$ cat config.mk
export PLATFORM = sky130hd
export DESIGN_NAME = button_debounce_long_press_repeat
export DESIGN_NICKNAME = d
export VERILOG_FILES = /design/src/rtl/bdlpr_pkg.sv /design/src/rtl/bdlpr_cfg.sv /design/src/rtl/bdlpr_core.sv /design/src/rtl/bdlpr_oreg.sv /design/src/rtl/button_debounce_long_press_repeat.sv
export SDC_FILE = /design/constraint.sdc
export NUM_CORES = 1
export LEC_CHECK = 0
export ABC_AREA = 1
export BUFFER_PORTS_ARGS = -buffer_cell sky130_fd_sc_hd__buf_2
export CAP_MARGIN = 15
export CORE_ASPECT_RATIO = 0.6
export CORE_MARGIN = 2
export CORE_UTILIZATION = 57
export DETAILED_ROUTE_END_ITERATION = 10
export HOLD_SLACK_MARGIN = 0.08
export PLACE_DENSITY_LB_ADDON = 0.05
export SETUP_SLACK_MARGIN = 0.02
export SYNTH_ARGS = -nofsm -noshare
export SYNTH_HDL_FRONTEND = slang
export SYNTH_SLANG_ARGS = --single-unit
$ cat constraint.sdc
create_clock -name clk -period 2.59 [get_ports clk]
set_input_delay 0.259 -clock clk [delete_from_list [all_inputs] [get_ports clk]]
set_output_delay 0.259 -clock clk [all_outputs]
set_load 0.1 [all_outputs]
$ cat src/rtl/bdlpr_pkg.sv
`default_nettype none

package bdlpr_pkg;

  // Field and register widths
  localparam int unsigned HOLD_W         = 16;
  localparam int unsigned CFG_DATA_W     = 16;
  localparam int unsigned CFG_IDX_W      = 2;
  localparam int unsigned COUNT_WIDTH_DEF = 16;
  localparam int unsigned KEY_STATE_W    = 2;

  // Configuration register indexes
  localparam logic [CFG_IDX_W-1:0] REG_REPEAT_MODE   = 2'd0;
  localparam logic [CFG_IDX_W-1:0] REG_HOLD_TICKS    = 2'd1;
  localparam logic [CFG_IDX_W-1:0] REG_PRESSED_LEVEL = 2'd2;

  // Request kinds
  localparam logic REQ_TICK = 1'b0;
  localparam logic REQ_POLL = 1'b1;

  // Repeat modes
  localparam logic MODE_REPEAT_AFTER_HOLD = 1'b0;
  localparam logic MODE_LONG_PRESS        = 1'b1;

  // Reset values of the configuration registers
  localparam logic              RST_REPEAT_MODE   = MODE_LONG_PRESS;
  localparam logic [HOLD_W-1:0] RST_HOLD_TICKS    = 16'd100;
  localparam logic              RST_PRESSED_LEVEL = 1'b0;

  typedef struct packed {
    logic req_type;
    logic pin_level;
  } req_t;

  typedef struct packed {
    logic                   pressed;
    logic [KEY_STATE_W-1:0] key_state;
  } rsp_t;

  typedef struct packed {
    logic              repeat_mode;
    logic [HOLD_W-1:0] hold_ticks;
    logic              pressed_level;
  } cfg_t;

endpackage

`default_nettype wire

$ cat src/rtl/bdlpr_cfg.sv
`default_nettype none

module bdlpr_cfg (
  input  wire logic                             clk,
  input  wire logic                             rst,
  input  wire logic                             cfg_wr_en,
  input  wire logic [bdlpr_pkg::CFG_IDX_W-1:0]  cfg_addr,
  input  wire logic [bdlpr_pkg::CFG_DATA_W-1:0] cfg_wdata,
  output bdlpr_pkg::cfg_t                       cfg
);
  import bdlpr_pkg::*;

  cfg_t regs;

  // Decode the write and hold the register values
  always_ff @(posedge clk) begin
    if (rst) begin
      regs.repeat_mode   <= RST_REPEAT_MODE;
      regs.hold_ticks    <= RST_HOLD_TICKS;
      regs.pressed_level <= RST_PRESSED_LEVEL;
    end else if (cfg_wr_en) begin
      unique case (cfg_addr)
        REG_REPEAT_MODE:   regs.repeat_mode   <= cfg_wdata[0];
        REG_HOLD_TICKS:    regs.hold_ticks    <= cfg_wdata[HOLD_W-1:0];
        REG_PRESSED_LEVEL: regs.pressed_level <= cfg_wdata[0];
        default: ;
      endcase
    end
  end

  assign cfg = regs;

endmodule

`default_nettype wire

$ cat src/rtl/bdlpr_core.sv
`default_nettype none

module bdlpr_core #(
  parameter int unsigned COUNT_WIDTH = bdlpr_pkg::COUNT_WIDTH_DEF
) (
  input  wire logic           clk,
  input  wire logic           rst,
  input  wire bdlpr_pkg::cfg_t cfg,
  input  wire logic           accept,
  input  wire bdlpr_pkg::req_t req,
  output bdlpr_pkg::rsp_t     rsp
);
  import bdlpr_pkg::*;

  typedef enum logic [KEY_STATE_W-1:0] {
    ST_IDLE   = 2'd0,
    ST_HELD   = 2'd1,
    ST_REPEAT = 2'd2
  } key_fsm_t;

  key_fsm_t               key_fsm, key_fsm_next;
  logic [2:0]             history, history_next;
  logic [COUNT_WIDTH-1:0] hold_counter, hold_counter_next;
  logic                   press_flag, press_flag_next;
  logic [COUNT_WIDTH-1:0] load_val;
  logic [COUNT_WIDTH-1:0] count_dec;
  logic                   timeout;
  logic                   is_pressed;
  logic                   stable_press;

  // Fit the hold count to the counter width
  generate
    if (COUNT_WIDTH > HOLD_W) begin : g_ext
      assign load_val = {{(COUNT_WIDTH-HOLD_W){1'b0}}, cfg.hold_ticks};
    end else if (COUNT_WIDTH == HOLD_W) begin : g_same
      assign load_val = cfg.hold_ticks;
    end else begin : g_trunc
      assign load_val = cfg.hold_ticks[COUNT_WIDTH-1:0];
    end
  endgenerate

  // Step the counter towards zero and flag the timeout
  assign count_dec  = (hold_counter != '0) ? hold_counter - 1'b1 : '0;
  assign timeout    = (count_dec == '0);
  assign is_pressed = (req.pin_level == cfg.pressed_level);
  // Three equal samples after the shift: the two newest held ones and the pin
  assign stable_press = (history[1] == history[2]) && (history[2] == req.pin_level)
                        && is_pressed;

  // Work out the next state for one request
  always_comb begin
    key_fsm_next      = key_fsm;
    history_next      = history;
    hold_counter_next = hold_counter;
    press_flag_next   = press_flag;
    rsp.pressed       = 1'b0;

    if (req.req_type == REQ_POLL) begin
      rsp.pressed     = press_flag;
      press_flag_next = 1'b0;
    end else begin
      history_next      = {req.pin_level, history[2:1]};
      hold_counter_next = count_dec;
      unique case (key_fsm)
        ST_IDLE: begin
          if (stable_press) begin
            press_flag_next   = 1'b1;
            hold_counter_next = load_val;
            key_fsm_next      = ST_HELD;
          end
        end
        ST_HELD: begin
          if (cfg.repeat_mode == MODE_REPEAT_AFTER_HOLD) begin
            if (timeout) key_fsm_next = ST_IDLE;
          end else if (!is_pressed) begin
            key_fsm_next = ST_IDLE;
          end else if (timeout) begin
            key_fsm_next = ST_REPEAT;
          end
        end
        default: begin
          if (cfg.repeat_mode == MODE_REPEAT_AFTER_HOLD) begin
            if (timeout) key_fsm_next = ST_IDLE;
          end else begin
            press_flag_next = 1'b1;
            if (!is_pressed) key_fsm_next = ST_IDLE;
          end
        end
      endcase
    end
    rsp.key_state = key_fsm_next;
  end

  // Hold the key state; advance only on an accepted request
  always_ff @(posedge clk) begin
    if (rst) begin
      key_fsm      <= ST_IDLE;
      history      <= 3'b111;
      hold_counter <= '0;
      press_flag   <= 1'b0;
    end else if (accept) begin
      key_fsm      <= key_fsm_next;
      history      <= history_next;
      hold_counter <= hold_counter_next;
      press_flag   <= press_flag_next;
    end
  end

endmodule

`default_nettype wire

$ cat src/rtl/bdlpr_oreg.sv
`default_nettype none

module bdlpr_oreg (
  input  wire logic            clk,
  input  wire logic            rst,
  input  wire logic            load,
  input  wire bdlpr_pkg::rsp_t rsp,
  output logic                 free,
  output logic                 out_valid,
  input  wire logic            out_ready,
  output bdlpr_pkg::rsp_t      out_data
);
  import bdlpr_pkg::*;

  // Room for a new result when empty or when the held one leaves this cycle
  assign free = !out_valid || out_ready;

  always_ff @(posedge clk) begin
    if (rst) begin
      out_valid <= 1'b0;
    end else if (free) begin
      out_valid <= load;
    end
  end

  // Capture the result; hold it while the receiver stalls
  always_ff @(posedge clk) begin
    if (load && free) begin
      out_data <= rsp;
    end
  end

endmodule

`default_nettype wire

$ cat src/rtl/button_debounce_long_press_repeat.sv
// Push-button qualifier with long-press repeat.
// Input channel (in_valid/in_ready/in_data): each request is either a tick
// carrying the sampled pin level, or a poll that reads and clears the press
// flag. Output channel (out_valid/out_ready/out_data): one result per request,
// with the flag value (polls only) and the key state after the request.
// Configuration: cfg_wr_en/cfg_addr/cfg_wdata write repeat mode, hold count
// and pressed level, one per write, with no read-back; write only while idle.
// Result: registered; it appears in the cycle after the request is accepted.
// Throughput: one request per cycle while results are taken; the state
// update is a single pass of logic ahead of one result register.
// Stall: while a result waits and out_ready is low, in_ready drops and the
// result is held; in_ready stays high whenever the result is taken.
// Reset: configuration returns to mode 1, hold count 100, pressed level 0;
// the key is idle, the sample history reads released, the hold counter is
// timed out, the press flag is clear and no result is pending.
`default_nettype none

module button_debounce_long_press_repeat #(
  parameter int unsigned COUNT_WIDTH = bdlpr_pkg::COUNT_WIDTH_DEF
) (
  input  wire logic                             clk,
  input  wire logic                             rst,
  input  wire logic                             cfg_wr_en,
  input  wire logic [bdlpr_pkg::CFG_IDX_W-1:0]  cfg_addr,
  input  wire logic [bdlpr_pkg::CFG_DATA_W-1:0] cfg_wdata,
  input  wire logic                             in_valid,
  output logic                                  in_ready,
  input  wire bdlpr_pkg::req_t                  in_data,
  output logic                                  out_valid,
  input  wire logic                             out_ready,
  output bdlpr_pkg::rsp_t                       out_data
);
  import bdlpr_pkg::*;

  cfg_t cfg;
  rsp_t rsp;
  logic accept;

  assign accept = in_valid && in_ready;

  bdlpr_cfg u_cfg (
    .clk       (clk),
    .rst       (rst),
    .cfg_wr_en (cfg_wr_en),
    .cfg_addr  (cfg_addr),
    .cfg_wdata (cfg_wdata),
    .cfg       (cfg)
  );

  bdlpr_core #(
    .COUNT_WIDTH (COUNT_WIDTH)
  ) u_core (
    .clk    (clk),
    .rst    (rst),
    .cfg    (cfg),
    .accept (accept),
    .req    (in_data),
    .rsp    (rsp)
  );

  bdlpr_oreg u_oreg (
    .clk       (clk),
    .rst       (rst),
    .load      (accept),
    .rsp       (rsp),
    .free      (in_ready),
    .out_valid (out_valid),
    .out_ready (out_ready),
    .out_data  (out_data)
  );

endmodule

`default_nettype wire

-- Yosys cells after proc, flatten, opt, wreduce, memory -nomap -nowiden
Cells that the tools add are included.
- memory bits (read-only): 0
- memories: 0
- input bits: 25
- output and inout port bits: 5
- RAM bits: 0
- bits in latches: 0
- flip-flop bits (word level): 44
- logic and storage cells: 52
- multipliers: 0
- mux-type cells: 16
- magnitude comparators: 0
- bitwise gates (word level): 1
- divide/modulo/power cells: 0
- equality and inequality tests: 8
- add/sub/neg operators: 1
- reductions and logical operators: 16
- shift operators: 0
- operator list (cell ; count):
    16-bit 2-to-1 mux ; 3
    16-bit logical NOT ; 1
    2-bit 2-to-1 mux ; 8
    16-bit nonzero test ; 1
    16-bit by 1-bit subtractor with 16-bit output, second input constant ; 1
    2-bit AND reduction ; 4
    2-bit by 1-bit == test with 1-bit output, second input constant ; 2
    1-bit logical AND ; 4
    2-bit logical NOT ; 2
    2-bit one-hot mux with 2 select lines ; 1
    4-bit AND reduction ; 1
    1-bit == test ; 3
    1-bit 2-to-1 mux ; 3
    3-bit by 2-bit != test with 1-bit output, second input constant ; 1
    3-bit nonzero test ; 1
    2-bit == test, second input constant ; 1
    2-bit != test, second input constant ; 1
    1-bit one-hot mux with 2 select lines ; 1
    1-bit logical NOT ; 1
    1-bit logical OR ; 1
    1-bit inverter ; 1

-- Logic depth before layout (Yosys ltp)
- depth after elaboration: 8
- gate-level depth with buffers: 16
- mapped depth without buffers: 16

-- By module
A second synthesis with hierarchy kept.
- cell total of the unflattened synthesis: 389
- area, all modules: 2444.8 um2
- modules (own cells, without submodules) (module ; area an instance (um2) ; seq. area each (um2) ; instances ; cells an instance):
    bdlpr_core ; 1552.7 ; 420.4 ; 1 ; 266
    bdlpr_cfg ; 747.0 ; 360.3 ; 1 ; 112
    bdlpr_oreg ; 137.6 ; 110.1 ; 1 ; 9
    button_debounce_long_press_repeat ; 7.5 ; 0.0 ; 1 ; 2

-- Least setup slack after synthesis
No wires, ideal clock.
- kind: register -> register
- start point: register u_oreg.out_valid
- end point: register u_core.hold_counter[10]
- path buffers: 1
- arrival: 2.804 ns
- setup slack: -0.347 ns
- library setup time: 0.134 ns
- cell stages (with the launch flop): 9
- required time: 2.456 ns
- cell sequence: dfxtp_1 -> nand2_1 -> nand2_1 -> nor2_1 -> inv_1 -> buf_1 -> a21oi_1 -> o21ai_0 -> a21oi_1
- word-level cells in the longest chain between the ends: 4
- RTL lines (element ; RTL line ; source):
    from (decl) ; bdlpr_oreg.sv:9 ; output logic out_valid,
    from (signal assigned) ; bdlpr_oreg.sv:22 ; out_valid <= load;
    1-bit logical NOT ; bdlpr_oreg.sv:16 ; assign free = !out_valid || out_ready;
    1-bit logical OR ; bdlpr_oreg.sv:16 ;
    via in_ready ; button_debounce_long_press_repeat.sv:27 ; output logic in_ready,
    1-bit logical AND ; button_debounce_long_press_repeat.sv:39 ; assign accept = in_valid && in_ready;
    2-bit AND reduction (no source line) ; - ;
    to (signal assigned) ; bdlpr_core.sv:104 ; hold_counter <= hold_counter_next;
    to (decl) ; bdlpr_core.sv:23 ; logic [COUNT_WIDTH-1:0] hold_counter, hold_counter_next;
The timed path passes the listed nets, and every way through them passes these cells.
A chain may end at the register's enable or synchronous reset.

==> flow_results.xml <==
<?xml version="1.0" encoding="UTF-8"?>
<metrics>
  <group name="run">
    <metric name="max_cap_viol_count" unit="">0</metric>
  </group>
  <group name="timing">
    <metric name="final_min_period_over_clock_period" unit="%">84.7</metric>
    <metric name="setup-violations-final" unit="">0</metric>
    <metric name="timing.clock.skew" unit="ps">9.20</metric>
    <metric name="final-hold-violation-count" unit="">0</metric>
    <metric name="slew_violations" unit="">0</metric>
    <metric name="grt_setup_unrepaired" unit="">no</metric>
    <metric name="tns" unit="ps">0</metric>
    <metric name="worst_hold_slack" unit="ps">174</metric>
    <metric name="actual_slew_at_the_worst_max_slew_pin" unit="ps">582</metric>
    <metric name="fmax" unit="MHz">456</metric>
    <metric name="layout_min_cycle_time" unit="ps">2190</metric>
    <metric name="max-slew-margin-rel" unit="%">61.2</metric>
  </group>
  <group name="yosys">
    <metric name="postSynthNetCount" unit="">392</metric>
    <metric name="synth_top_family_by_area" unit="">simple AND/OR/NAND/NOR gates</metric>
    <metric name="synth-seq-cells" unit="">43</metric>
    <metric name="ys_async_sr_fraction" unit="%">0</metric>
    <metric name="synth-warning-count" unit="">0</metric>
    <metric name="synth_fa_ha_area_share" unit="%">0.530</metric>
    <metric name="avgSynthCellArea" unit="sq um">6.45</metric>
    <metric name="parity_gate_share_of_the_synthesized_area_counting_xor_and_xnor_cells" unit="%">0.371</metric>
    <metric name="muxShareOfSynthArea" unit="%">0</metric>
    <metric name="top_flip_flop_cell_by_instance_count_after_synthesis" unit="">sky130_fd_sc_hd__dfxtp_1</metric>
    <metric name="synth_enable_flop_cells" unit="">3</metric>
    <metric name="synth.cell_area" unit="sq um">2360</metric>
    <metric name="synth_simple_gate_area_share" unit="%">35.6</metric>
    <metric name="synth_sequential_area_ratio" unit="%">37.7</metric>
    <metric name="synth-compound-area-share" unit="%">17.2</metric>
    <metric name="synthesis.instances" unit="">366</metric>
    <metric name="synthDistinctLibCells" unit="">28</metric>
  </group>
  <group name="cts">
    <metric name="cts_buffers" unit="">5</metric>
    <metric name="number_of_resized_instances_in_the_post_cts_repair_step" unit="">0</metric>
    <metric name="worst_skew_pair_later_pin_latency" unit="ps">300</metric>
    <metric name="cts_tree" unit="">done</metric>
    <metric name="cts_buffer_depth" unit="">2</metric>
    <metric name="cts.hold.buffers_added" unit="">0</metric>
    <metric name="clkTransAtPathRegs" unit="ps">80</metric>
    <metric name="cts.sink_count" unit="">43</metric>
    <metric name="htreeDepth" unit="">2</metric>
    <metric name="postCtsSetupBuffers" unit="">0</metric>
    <metric name="cts-root-buf" unit="">sky130_fd_sc_hd__clkbuf_8</metric>
  </group>
  <group name="global_route">
    <metric name="gr_layer_usage_met3" unit="%">5.21</metric>
    <metric name="number_of_global_route_vias_before_repair" unit="">2070</metric>
    <metric name="groute.layer.met2.usage" unit="%">40.2</metric>
    <metric name="grt_use_total" unit="%">27.0</metric>
    <metric name="initial_antenna_violation_count" unit="">0</metric>
    <metric name="first_pass_grt_wire_length" unit="um">9680</metric>
    <metric name="global_route.overflow_total" unit="">0</metric>
    <metric name="global_route.peak_usage_layer" unit="">met1</metric>
    <metric name="grtUsageMet1" unit="%">40.4</metric>
    <metric name="pin_count_of_the_biggest_net_entering_global_routing" unit="">26</metric>
  </group>
  <group name="final_layout">
    <metric name="drive_gt1_share" unit="%">15.2</metric>
    <metric name="post_layout_nonfiller_instances" unit="">446</metric>
    <metric name="nets" unit="">421</metric>
    <metric name="highest_count_cells_in_the_layout_ignoring_fill_and_taps" unit="">sky130_fd_sc_hd__nand2_1 (83), sky130_fd_sc_hd__nor2_1 (54), sky130_fd_sc_hd__inv_1 (39), sky130_fd_sc_hd__dfxtp_1 (39), sky130_fd_sc_hd__a21oi_1 (37)</metric>
    <metric name="postLayoutCoreUtil" unit="%">66.2</metric>
    <metric name="layout.cells.most_common" unit="">sky130_fd_sc_hd__nand2_1</metric>
    <metric name="flow.area_growth_from_synthesis" unit="%">13.0</metric>
    <metric name="insertedDiodeCount" unit="">0</metric>
  </group>
  <group name="routing">
    <metric name="routed_via_density" unit="">5.47</metric>
    <metric name="wire_per_inst" unit="um">12.9</metric>
    <metric name="drtAntennaViolNets" unit="">0</metric>
    <metric name="iter_0_drt_violations" unit="">156</metric>
    <metric name="wl" unit="um">5770</metric>
    <metric name="detailroute.via_count" unit="">2441</metric>
    <metric name="pre_antenna_drt_iters" unit="">5</metric>
    <metric name="post-route-drc-count" unit="">0</metric>
  </group>
  <group name="placed_design">
    <metric name="placed_cells" unit="">438</metric>
    <metric name="gp_routability_congestion" unit="">0.889</metric>
    <metric name="detailedPlacementHpwl" unit="um">4300</metric>
    <metric name="portBuffers" unit="">29</metric>
  </group>
  <group name="critical_path">
    <metric name="critPathCaptureType" unit="">register</metric>
    <metric name="critPathMaxFanout" unit="">16</metric>
    <metric name="timing.setup.critical_path_class" unit="">register to register</metric>
    <metric name="critical_path.max_stage_delay" unit="ps">330</metric>
    <metric name="crit_path_cell_trace" unit="">inv_1 &gt; ha_1 &gt; nand2_2 &gt; nor2_2 &gt; nand2_4 &gt; nand2_1 &gt; nand2_1 &gt; nor2_2 &gt; nand2_1 &gt; nor2_2 &gt; nand4_1 &gt; nand2_1 &gt; inv_1 &gt; nand2_1 &gt; o21ai_0</metric>
    <metric name="worst_setup_path_start_kind" unit="">register</metric>
    <metric name="path_delay_family" unit="">simple AND/OR/NAND/NOR gates</metric>
    <metric name="critPathMostFrequentCell" unit="">sky130_fd_sc_hd__nand2_1</metric>
    <metric name="critical-path-slowest-cell" unit="">sky130_fd_sc_hd__dfxtp_1</metric>
    <metric name="crit_path_start" unit="">u_core.hold_counter[0]</metric>
    <metric name="reg2reg_from" unit="">u_core.hold_counter[0]</metric>
    <metric name="required_time_reported_for_the_critical_path_endpoint" unit="ps">2640</metric>
    <metric name="worst_ep_arrival_time" unit="ps">2250</metric>
    <metric name="slack_of_the_worst_reg_to_reg_path" unit="ps">400</metric>
    <metric name="cp_num_buf_inv" unit="">2</metric>
  </group>
  <group name="die">
    <metric name="core" unit="sq um">4030</metric>
    <metric name="fp.dieW" unit="um">87.1</metric>
    <metric name="die_h" unit="um">53.9</metric>
    <metric name="start_util" unit="%">58.6</metric>
    <metric name="standard_cell_row_count" unit="">18</metric>
    <metric name="ios" unit="">30</metric>
    <metric name="die_area" unit="sq um">4690</metric>
  </group>
  <group name="outcome">
    <metric name="outcome" unit="">finished, final reports clean</metric>
  </group>
  <group name="pwr">
    <metric name="cellPowerDensity" unit="nW/um^2">736</metric>
    <metric name="worst_ir_drop_vdd" unit="uV">390</metric>
    <metric name="power_leakage" unit="nW">1.29</metric>
  </group>
  <group name="hold_path">
    <metric name="startpoint_of_the_tightest_hold_check_path" unit="">cfg_wdata[6]</metric>
    <metric name="hold_path.class" unit="">input pin to register</metric>
  </group>
</metrics>
final cells by class:
| type | instances | area, sq um |
|---|---|---|
| clock inverters | 1 | 30.0 |
| inverters | 39 | 146 |
| multi-input cells | 271 | 1270 |
| repair buffers | 35 | 190 |
| fillers | 364 | 1360 |
| clock buffers | 7 | 76.3 |
| well taps | 50 | 62.6 |
| flip-flops and latches | 43 | 892 |
cell usage after synthesis (2+ instances only):
library cell	instances	area share (%)
sky130_fd_sc_hd__a21oi_1	37	7.8
sky130_fd_sc_hd__a221oi_1	2	0.74
sky130_fd_sc_hd__clkbuf_1	11	1.7
sky130_fd_sc_hd__dfxtp_1	40	34
sky130_fd_sc_hd__edfxtp_1	3	3.8
sky130_fd_sc_hd__inv_1	39	6.2
sky130_fd_sc_hd__nand2_1	84	13
sky130_fd_sc_hd__nand2_2	3	0.79
sky130_fd_sc_hd__nand2_4	2	0.95
sky130_fd_sc_hd__nand3_1	31	6.6
sky130_fd_sc_hd__nand3_2	2	0.85
sky130_fd_sc_hd__nand4_1	3	0.79
sky130_fd_sc_hd__nor2_1	54	8.6
sky130_fd_sc_hd__nor2_2	7	1.9
sky130_fd_sc_hd__nor3_1	3	0.64
sky130_fd_sc_hd__o21ai_0	31	6.6
sky130_fd_sc_hd__o21ai_1	2	0.42
sky130_fd_sc_hd__o21bai_1	2	0.64
tightest hold or removal path, stage by stage:
cell                      delay [ps]
sky130_fd_sc_hd__buf_2            80
sky130_fd_sc_hd__nand2_1          40
sky130_fd_sc_hd__nand3_1          60
sequential cells by signal, indices dropped and copies added, names as in the netlist:
name,cells
u_cfg.cfg,18
u_oreg.out_valid,1
u_core.press_flag,1
u_oreg.out_data,3
u_core.hold_counter,16
u_core.key_fsm,2
u_core.history,2
power by group:
| group | switching (mW) | internal [mW] |
|---|---|---|
| registers | 0.0430 | 0.715 |
| clock network | 0.229 | 0.289 |
| logic | 0.472 | 0.216 |
per-stage QoR:
stage | worst slack (ps) | instance area [sq um] | total power, mW
5_1_grt | 53.0 | 2670 | 2.10
6_report | 395 | 2670 | 1.96
4_1_cts | 402 | 2670 | 1.96
3_5_place_dp | 409 | 2560 | 1.45
2_1_floorplan | 410 | 2360 | 1.31
3_3_place_gp | 452 | 2560 | 1.44
per-layer routing:
metal | wire, um | share of wire, % | vias up
met5 | 0 | 0 | -
met2 | 2300 | 40 | 99
met3 | 412 | 7.1 | 7
li1 | - | - | 1247
met4 | 46 | 0.80 | 0
met1 | 3010 | 52 | 1088
final timing paths:
kind / end / depth (start not counted)
setup / recovery: u_oreg.out_data[1] / 15
hold / removal: u_cfg.cfg[7] / 3
setup reg to reg: u_oreg.out_data[1] / 15
hold reg to reg: u_cfg.cfg[3] / 2
kinds of logic (layout without fill, tap and decap cells):
group | count (synthesis) | count (layout)
AND/OR/NAND/NOR | 192 | 192
buffers and inverters | 52 | 82
AO/OA/AOI/OAI | 77 | 77
flip-flops | 43 | 43
XOR/XNOR | 1 | 1
adder cells (fa/ha/maj) | 1 | 1
Note: power is estimated with default switching activity, not from simulation.
